===== config.mk =====
export PLATFORM = sky130hd
export DESIGN_NAME = bubble_sort_by_key
export DESIGN_NICKNAME = d
export VERILOG_FILES = /design/src/rtl/core/bsk_pkg.sv /design/src/rtl/core/bubble_sort_by_key.sv /design/src/rtl/core/bsk_ram.sv
export SDC_FILE = /design/constraint.sdc
export NUM_CORES = 1
export LEC_CHECK = 0
export BUFFER_PORTS_ARGS = -buffer_cell sky130_fd_sc_hd__buf_4
export CORE_ASPECT_RATIO = 1.2
export CORE_MARGIN = 3
export CORE_UTILIZATION = 45
export DETAILED_ROUTE_END_ITERATION = 12
export GPL_TIMING_DRIVEN = 0
export PLACE_DENSITY_LB_ADDON = 0.12
export SLEW_MARGIN = 20
export SYNTH_ARGS = -nofsm -noshare
export SYNTH_HDL_FRONTEND = slang
export SYNTH_SLANG_ARGS = --single-unit

===== constraint.sdc =====
create_clock -name clock -period 12.4 [get_ports clock]
set_input_delay 2.48 -clock clock [delete_from_list [all_inputs] [get_ports clock]]
set_output_delay 2.48 -clock clock [all_outputs]
set_load 0.01 [all_outputs]

===== src/rtl/core/bsk_pkg.sv =====
// Shared constants and record type for the sort-by-key block.
`timescale 1ns / 1ps

package bsk_pkg;

   // Record store capacity
   localparam int DEPTH = 16;
   localparam int IDX_W = $clog2(DEPTH);
   localparam int CNT_W = $clog2(DEPTH + 1);

   // Field widths
   localparam int KEY_W = 24;
   localparam int TAG_W = 8;
   localparam int REC_W = KEY_W + TAG_W;

   // One stored record: key in the low bits, tag above it
   typedef struct packed {
      logic [TAG_W-1:0] tag;
      logic [KEY_W-1:0] key;
   } rec_type;

endpackage


===== src/rtl/core/bubble_sort_by_key.sv =====
// Top level of the sort-by-key block: record load, bubble sort sequencer, sorted output.
`timescale 1ns / 1ps

// Collects records (24-bit key, 8-bit tag) one per cycle into a 16-entry RAM
// until an item with tlast arrives, then sorts them in ascending key order,
// stable for equal keys, and sends them out with tlast on the final one and
// tuser set on every one if records beyond capacity were dropped from that
// set. req_tready is low from the last record until the final sorted item has
// been handed to the output register. The sort makes n-1 passes for n
// records; each pass fetches the first record, then one RAM read and one
// RAM write a cycle feed a single key comparator that carries the larger
// record along, and the pass ends by parking the carried record at the top
// of the range. Output reads each record from the RAM and then loads it into
// the output register.
module bubble_sort_by_key
   import bsk_pkg::*;
(
   input  logic        clock,
   input  logic        reset,
   // Input records
   input  logic        req_tvalid,
   output logic        req_tready,
   input  logic [31:0] req_tdata,   // [23:0] price_key, [31:24] record_tag
   input  logic        req_tlast,   // last_record
   // Sorted records
   output logic        rsp_tvalid,
   input  logic        rsp_tready,
   output logic [31:0] rsp_tdata,   // [23:0] sorted_key, [31:24] sorted_tag
   output logic        rsp_tlast,   // final_out
   output logic        rsp_tuser    // overflowed
);

   typedef enum logic [6:0] {
      S_LOAD   = 7'b0000001,
      S_PSTART = 7'b0000010,
      S_PFIRST = 7'b0000100,
      S_PRUN   = 7'b0001000,
      S_PEND   = 7'b0010000,
      S_ORD    = 7'b0100000,
      S_OLD    = 7'b1000000
   } state_type;

   state_type        state_ff, state_in;
   logic [CNT_W-1:0] count_ff, count_in;
   logic             drop_ff, drop_in;
   logic [IDX_W-1:0] lim_ff, lim_in;
   logic [IDX_W-1:0] pos_ff, pos_in;
   logic [IDX_W-1:0] oidx_ff, oidx_in;
   rec_type          carry_ff, carry_in;
   logic             rsp_valid_ff, rsp_valid_in;
   rec_type          rsp_rec_ff, rsp_rec_in;
   logic             rsp_last_ff, rsp_last_in;
   logic             rsp_ovf_ff, rsp_ovf_in;

   // RAM port signals
   logic             ram_we;
   logic [IDX_W-1:0] ram_waddr;
   rec_type          ram_wdata;
   logic             ram_re;
   logic [IDX_W-1:0] ram_raddr;
   logic [REC_W-1:0] ram_rdata;
   rec_type          rd_rec;

   // Helpers
   logic             req_acc;
   logic             has_room;
   logic [CNT_W-1:0] cnt_new;
   logic [IDX_W-1:0] pos_inc;
   logic [IDX_W-1:0] last_idx;

   assign rd_rec   = rec_type'(ram_rdata);
   assign req_acc  = req_tvalid && req_tready;
   assign has_room = count_ff < CNT_W'(DEPTH);
   assign cnt_new  = has_room ? CNT_W'(count_ff + 1'b1) : count_ff;
   assign pos_inc  = IDX_W'(pos_ff + 1'b1);
   assign last_idx = IDX_W'(count_ff - 1'b1);

   bsk_ram #(
      .WIDTH (REC_W),
      .DEPTH (DEPTH)
   ) u_store (
      .clock   (clock),
      .wr_en   (ram_we),
      .wr_addr (ram_waddr),
      .wr_data (ram_wdata),
      .rd_en   (ram_re),
      .rd_addr (ram_raddr),
      .rd_data (ram_rdata)
   );

   // Sequencer: load, compare-and-carry passes, readout
   always_comb begin
      state_in     = state_ff;
      count_in     = count_ff;
      drop_in      = drop_ff;
      lim_in       = lim_ff;
      pos_in       = pos_ff;
      oidx_in      = oidx_ff;
      carry_in     = carry_ff;
      rsp_rec_in   = rsp_rec_ff;
      rsp_last_in  = rsp_last_ff;
      rsp_ovf_in   = rsp_ovf_ff;
      rsp_valid_in = rsp_valid_ff && !rsp_tready;
      ram_we       = 1'b0;
      ram_waddr    = pos_ff;
      ram_wdata    = carry_ff;
      ram_re       = 1'b0;
      ram_raddr    = '0;

      case (state_ff)
         S_LOAD: begin
            // Store the item if there is room, else flag the drop
            ram_waddr = IDX_W'(count_ff);
            ram_wdata = rec_type'(req_tdata[REC_W-1:0]);
            if (req_acc) begin
               ram_we   = has_room;
               count_in = cnt_new;
               if (!has_room) begin
                  drop_in = 1'b1;
               end
               if (req_tlast) begin
                  oidx_in = '0;
                  lim_in  = IDX_W'(cnt_new - 1'b1);
                  if (cnt_new >= CNT_W'(2)) begin
                     state_in = S_PSTART;
                  end else begin
                     state_in = S_ORD;
                  end
               end
            end
         end
         S_PSTART: begin
            // Fetch the first record of the pass
            ram_re    = 1'b1;
            ram_raddr = '0;
            state_in  = S_PFIRST;
         end
         S_PFIRST: begin
            // Take it as the carried record, fetch its neighbor
            carry_in  = rd_rec;
            pos_in    = '0;
            ram_re    = 1'b1;
            ram_raddr = IDX_W'(1);
            state_in  = S_PRUN;
         end
         S_PRUN: begin
            // Write back the smaller, carry the larger (swap only on greater)
            ram_we    = 1'b1;
            ram_waddr = pos_ff;
            if (carry_ff.key > rd_rec.key) begin
               ram_wdata = rd_rec;
            end else begin
               ram_wdata = carry_ff;
               carry_in  = rd_rec;
            end
            pos_in = pos_inc;
            if (pos_inc == lim_ff) begin
               state_in = S_PEND;
            end else begin
               ram_re    = 1'b1;
               ram_raddr = IDX_W'(pos_ff + 2'd2);
            end
         end
         S_PEND: begin
            // Park the largest record at the end of the pass
            ram_we    = 1'b1;
            ram_waddr = lim_ff;
            ram_wdata = carry_ff;
            if (lim_ff == IDX_W'(1)) begin
               state_in = S_ORD;
            end else begin
               lim_in   = IDX_W'(lim_ff - 1'b1);
               state_in = S_PSTART;
            end
         end
         S_ORD: begin
            // Fetch the next sorted record
            ram_re    = 1'b1;
            ram_raddr = oidx_ff;
            state_in  = S_OLD;
         end
         S_OLD: begin
            // Load the output register once it is free
            if (!rsp_valid_ff || rsp_tready) begin
               rsp_valid_in = 1'b1;
               rsp_rec_in   = rd_rec;
               rsp_last_in  = (oidx_ff == last_idx);
               rsp_ovf_in   = drop_ff;
               if (oidx_ff == last_idx) begin
                  count_in = '0;
                  drop_in  = 1'b0;
                  state_in = S_LOAD;
               end else begin
                  oidx_in  = IDX_W'(oidx_ff + 1'b1);
                  state_in = S_ORD;
               end
            end
         end
         default: begin
            state_in = S_LOAD;
         end
      endcase
   end

   // Control registers
   always_ff @(posedge clock) begin
      if (reset) begin
         state_ff     <= S_LOAD;
         count_ff     <= '0;
         drop_ff      <= 1'b0;
         rsp_valid_ff <= 1'b0;
      end else begin
         state_ff     <= state_in;
         count_ff     <= count_in;
         drop_ff      <= drop_in;
         rsp_valid_ff <= rsp_valid_in;
      end
   end

   // Datapath registers
   always_ff @(posedge clock) begin
      lim_ff      <= lim_in;
      pos_ff      <= pos_in;
      oidx_ff     <= oidx_in;
      carry_ff    <= carry_in;
      rsp_rec_ff  <= rsp_rec_in;
      rsp_last_ff <= rsp_last_in;
      rsp_ovf_ff  <= rsp_ovf_in;
   end

   assign req_tready = (state_ff == S_LOAD);
   assign rsp_tvalid = rsp_valid_ff;
   assign rsp_tdata  = rsp_rec_ff;
   assign rsp_tlast  = rsp_last_ff;
   assign rsp_tuser  = rsp_ovf_ff;

endmodule


===== src/rtl/core/bsk_ram.sv =====
// Generic single-write, single-read RAM with registered read data.
`timescale 1ns / 1ps

module bsk_ram #(
   parameter int WIDTH = 32,
   parameter int DEPTH = 16,
   localparam int ADDR_W = $clog2(DEPTH)
) (
   input  logic              clock,
   input  logic              wr_en,
   input  logic [ADDR_W-1:0] wr_addr,
   input  logic [WIDTH-1:0]  wr_data,
   input  logic              rd_en,
   input  logic [ADDR_W-1:0] rd_addr,
   output logic [WIDTH-1:0]  rd_data
);

   logic [WIDTH-1:0] mem_ff [DEPTH];
   logic [WIDTH-1:0] rd_data_ff;

   // Write port
   always_ff @(posedge clock) begin
      if (wr_en) begin
         mem_ff[wr_addr] <= wr_data;
      end
   end

   // Registered read, held while idle
   always_ff @(posedge clock) begin
      if (rd_en) begin
         rd_data_ff <= mem_ff[rd_addr];
      end
   end

   assign rd_data = rd_data_ff;

endmodule


==> run metrics <==
Core ar. 56500 um^2; Synth-to-Final Area Change 15.3%; post-route design area 29900 um^2; Total GRT Usage 23.5%; via density per instance 5.99; remaining routing DRC violations 0; number of flip-flops and latches in the synthesized netlist 636; number of gates resized after cts 0; H-tree levels 2; reg-to-reg endpoint u_store.mem_ff[11][5]; Max Cap Violations 0; utilization after layout 52.9%; cell area after synthesis 25900 um^2; number of CTS-inserted buffers 61; cts hold-fix bufs 0; Worst-Skew Late Latency 630 ps; count of routing violations after the opening detailed-route iteration 1409; kind of launch point of the worst setup path flip-flop; Avg Synthesized Cell Area 16.0 um^2; fraction of post-synthesis cell area in the top cell type by area 72.1%; maximum achievable frequency 149 MHz; largest net degree at the start of global routing 33; first-pass GRT wire length 103000 um; pre-CTS worst setup slack 6360 ps; vias in the first global route 15200; buffers inserted by post-CTS timing repair 0; FF-to-FF Start u_store.rd_data[23]; CTS tree built; maximum net fanout on the critical path 11; warning count from the yosys run 0; arrival time worst endpoint 4220 ps; cell taking the most area after synthesis sky130_fd_sc_hd__edfxtp_1; horizontal die dimension 225 um; synthesized netlist net count 1686; largest stage delay on the critical path 850 ps; Tightest Pin Transition 1320 ps; clock transition at the registers of the reported paths 60 ps; post-layout worst setup margin 5700 ps; Final Critical Period 6700 ps; unrepaired setup endpoints after global routing no; placed cell areas 27900 um^2; CP required 9920 ps; Gate Count Post-Synth 1616; Worst setup startpoint state_ff[1]; final count of negative-setup-slack endpoints 0; global route overflow 0; post-detailed-route wirelength per cell 28.0 um; Detailed Routing Iterations Pass 1 7; list of cells traversed by the critical path or3_1, nor4_1, clkbuf_1, clkbuf_1, clkbuf_1, buf_4; Distinct cells, synth 61; result of the run finished clean; clock root buffer sky130_fd_sc_hd__clkbuf_16; initial core utilization 45.9%; CTS Buffer Depth 3; most instantiated library cell after synthesis sky130_fd_sc_hd__edfxtp_1; async set-reset flop share out of synthesis 0%; total detailed-routing wirelength 71000 um; EDFF count, synth 622; number of primary I/O pins 73; remaining number of nets flagged by the antenna check after routing 0; final hold violations 0; ratio of cells with drive above 1 in the final layout 15.0%; maximum clock skew at final layout 16.9 ps; Setup Total Neg Slack 0 ps; number of antenna violations at the first check in global routing 0; Post-DP HPWL 47800 um; sink of the worst hold path rsp_tuser; DP Cell Count 2434; share of the yosys chip area belonging to registers 73.2%; Buffers on Ports 72; most instantiated flip-flop cell in the synthesis netlist sky130_fd_sc_hd__edfxtp_1; reg2reg setup slack 7180 ps; global placement routability congestion 0.833; pwr/cell area 198 nW/um^2; Clock Sink Count 636; source of the worst hold timing path drop_ff; Static Leakage 11.1 nW; Non-Filler Instances 2540; Post-synth top cells 622 x sky130_fd_sc_hd__edfxtp_1, 158 x sky130_fd_sc_hd__mux2i_1, 97 x sky130_fd_sc_hd__nand2_1; relative slew slack 11.5%; Tcrit/Tclk final 54.0%; detailed-route via count 15200; highest ir drop seen on vdd 0.117 mV; worst reg2reg path depth 10; cell types occupying the most area after synthesis sky130_fd_sc_hd__edfxtp_1 72%, sky130_fd_sc_hd__mux2i_1 6.1%, sky130_fd_sc_hd__a211oi_1 2.4%, sky130_fd_sc_hd__ha_1 1.6%, sky130_fd_sc_hd__and3_1 1.5%; post-layout net count 1841; DIE AREA 60500 um^2; Crit Path Category flip-flop to output port; CP max-delay cell sky130_fd_sc_hd__clkbuf_1; standard-cell rows 95; depth of the worst hold-timing path 0; worst hold path class flip-flop to flip-flop; die outline height 269 um; Worst setup EP type output port; Critical Path Most Common Cell sky130_fd_sc_hd__clkbuf_1; pins over their slew limit 0
[report_power, final]
group | internal (mW) | total, mW | switching, mW
Sequential | 2.89 | 2.97 | 0.0831
Combinational | 0.322 | 1.11 | 0.789
Clock | 1.04 | 1.82 | 0.781
[logic make-up (layout without fill, tap and decap cells)]
logic type      Yosys count  count (layout)  synth area share, %
compound gates          290             290                 8.57
xor+xnor                 24              24                0.923
fa+ha+maj                33              33                 1.59
buf+inv                 129             325                 2.34
flops                   636             636                 73.2
mux                     159             159                 6.15
other cells               0               1                    0
simple gates            345             345                 7.21
[layer usage]
layer,up-vias,global-route usage [%],share of wire [%]
met2,539,39.7,49
met3,114,3.04,5.7
met4,0,7.51,2.8
met1,7823,32.1,43
met5,-,0,0
li1,6750,-,-
[worst max-delay path by stage]
stage                                  endpoint  slack (ps)  cells past startpoint
after floorplan            u_store.mem_ff[0][0]        7380                      5
after global placement    u_store.mem_ff[8][15]        5370                      6
after detailed placement             req_tready        6360                      7
after CTS                            req_tready        5660                      6
after global routing                 req_tready        5530                      7
final                                req_tready        5700                      6
[state kept, by name, summed over array words and instances (netlist names)]
| register | count |
|---|---|
| u_store.mem_ff | 512 |
| carry_ff | 32 |
| rsp_tdata | 32 |
| u_store.rd_data | 32 |
| state_ff | 7 |
| count_ff | 5 |
| lim_ff | 4 |
| oidx_ff | 4 |
| pos_ff | 4 |
| drop_ff | 1 |
| rsp_tlast | 1 |
| rsp_tuser | 1 |
| rsp_tvalid | 1 |
[per-stage QoR]
stage | hold slack [ps] | total power [mW]
detailed placement | 432 | 4.11
floorplan | 408 | 3.62
global route | 470 | 6.13
global placement | 420 | 4.03
CTS | 447 | 5.93
finish | 447 | 5.90
[area by class of cell]
| type | instances | area [um^2] |
|---|---|---|
| plain buffers | 99 | 499 |
| fillers | 4553 | 26600 |
| flip-flops and latches | 636 | 19000 |
| clock buffers | 76 | 1620 |
| clock inverters | 28 | 290 |
| diodes | 1 | 2.50 |
| well taps | 727 | 910 |
| inverters | 30 | 113 |
| repair buffers | 92 | 992 |
| multi-input cells | 851 | 6470 |
[cells in the final DEF (no fill, tap or decap), drive strengths merged, types with 6 or more instances in the layout]
cell / count
a211oi: 95
a21oi: 22
a221o: 33
a311oi: 35
and2: 38
and3: 64
buf: 144
bufinv: 6
clkbuf: 123
clkinv: 21
dfxtp: 14
edfxtp: 622
ha: 33
inv: 30
mux2i: 158
nand2: 99
nand2b: 10
nand3: 10
nand4: 8
nor2: 46
nor3: 12
o21ai: 14
o22ai: 64
or4: 34
xnor2: 9
xor2: 13
[critical path: cells and delay by family, from the launching register on]
kind	cells	cell delay, ps
buffers and inverters	4	2370
and+or+nand+nor	2	770
DFF	1	410
No activity file was read; power rests on OpenSTA's default activity.
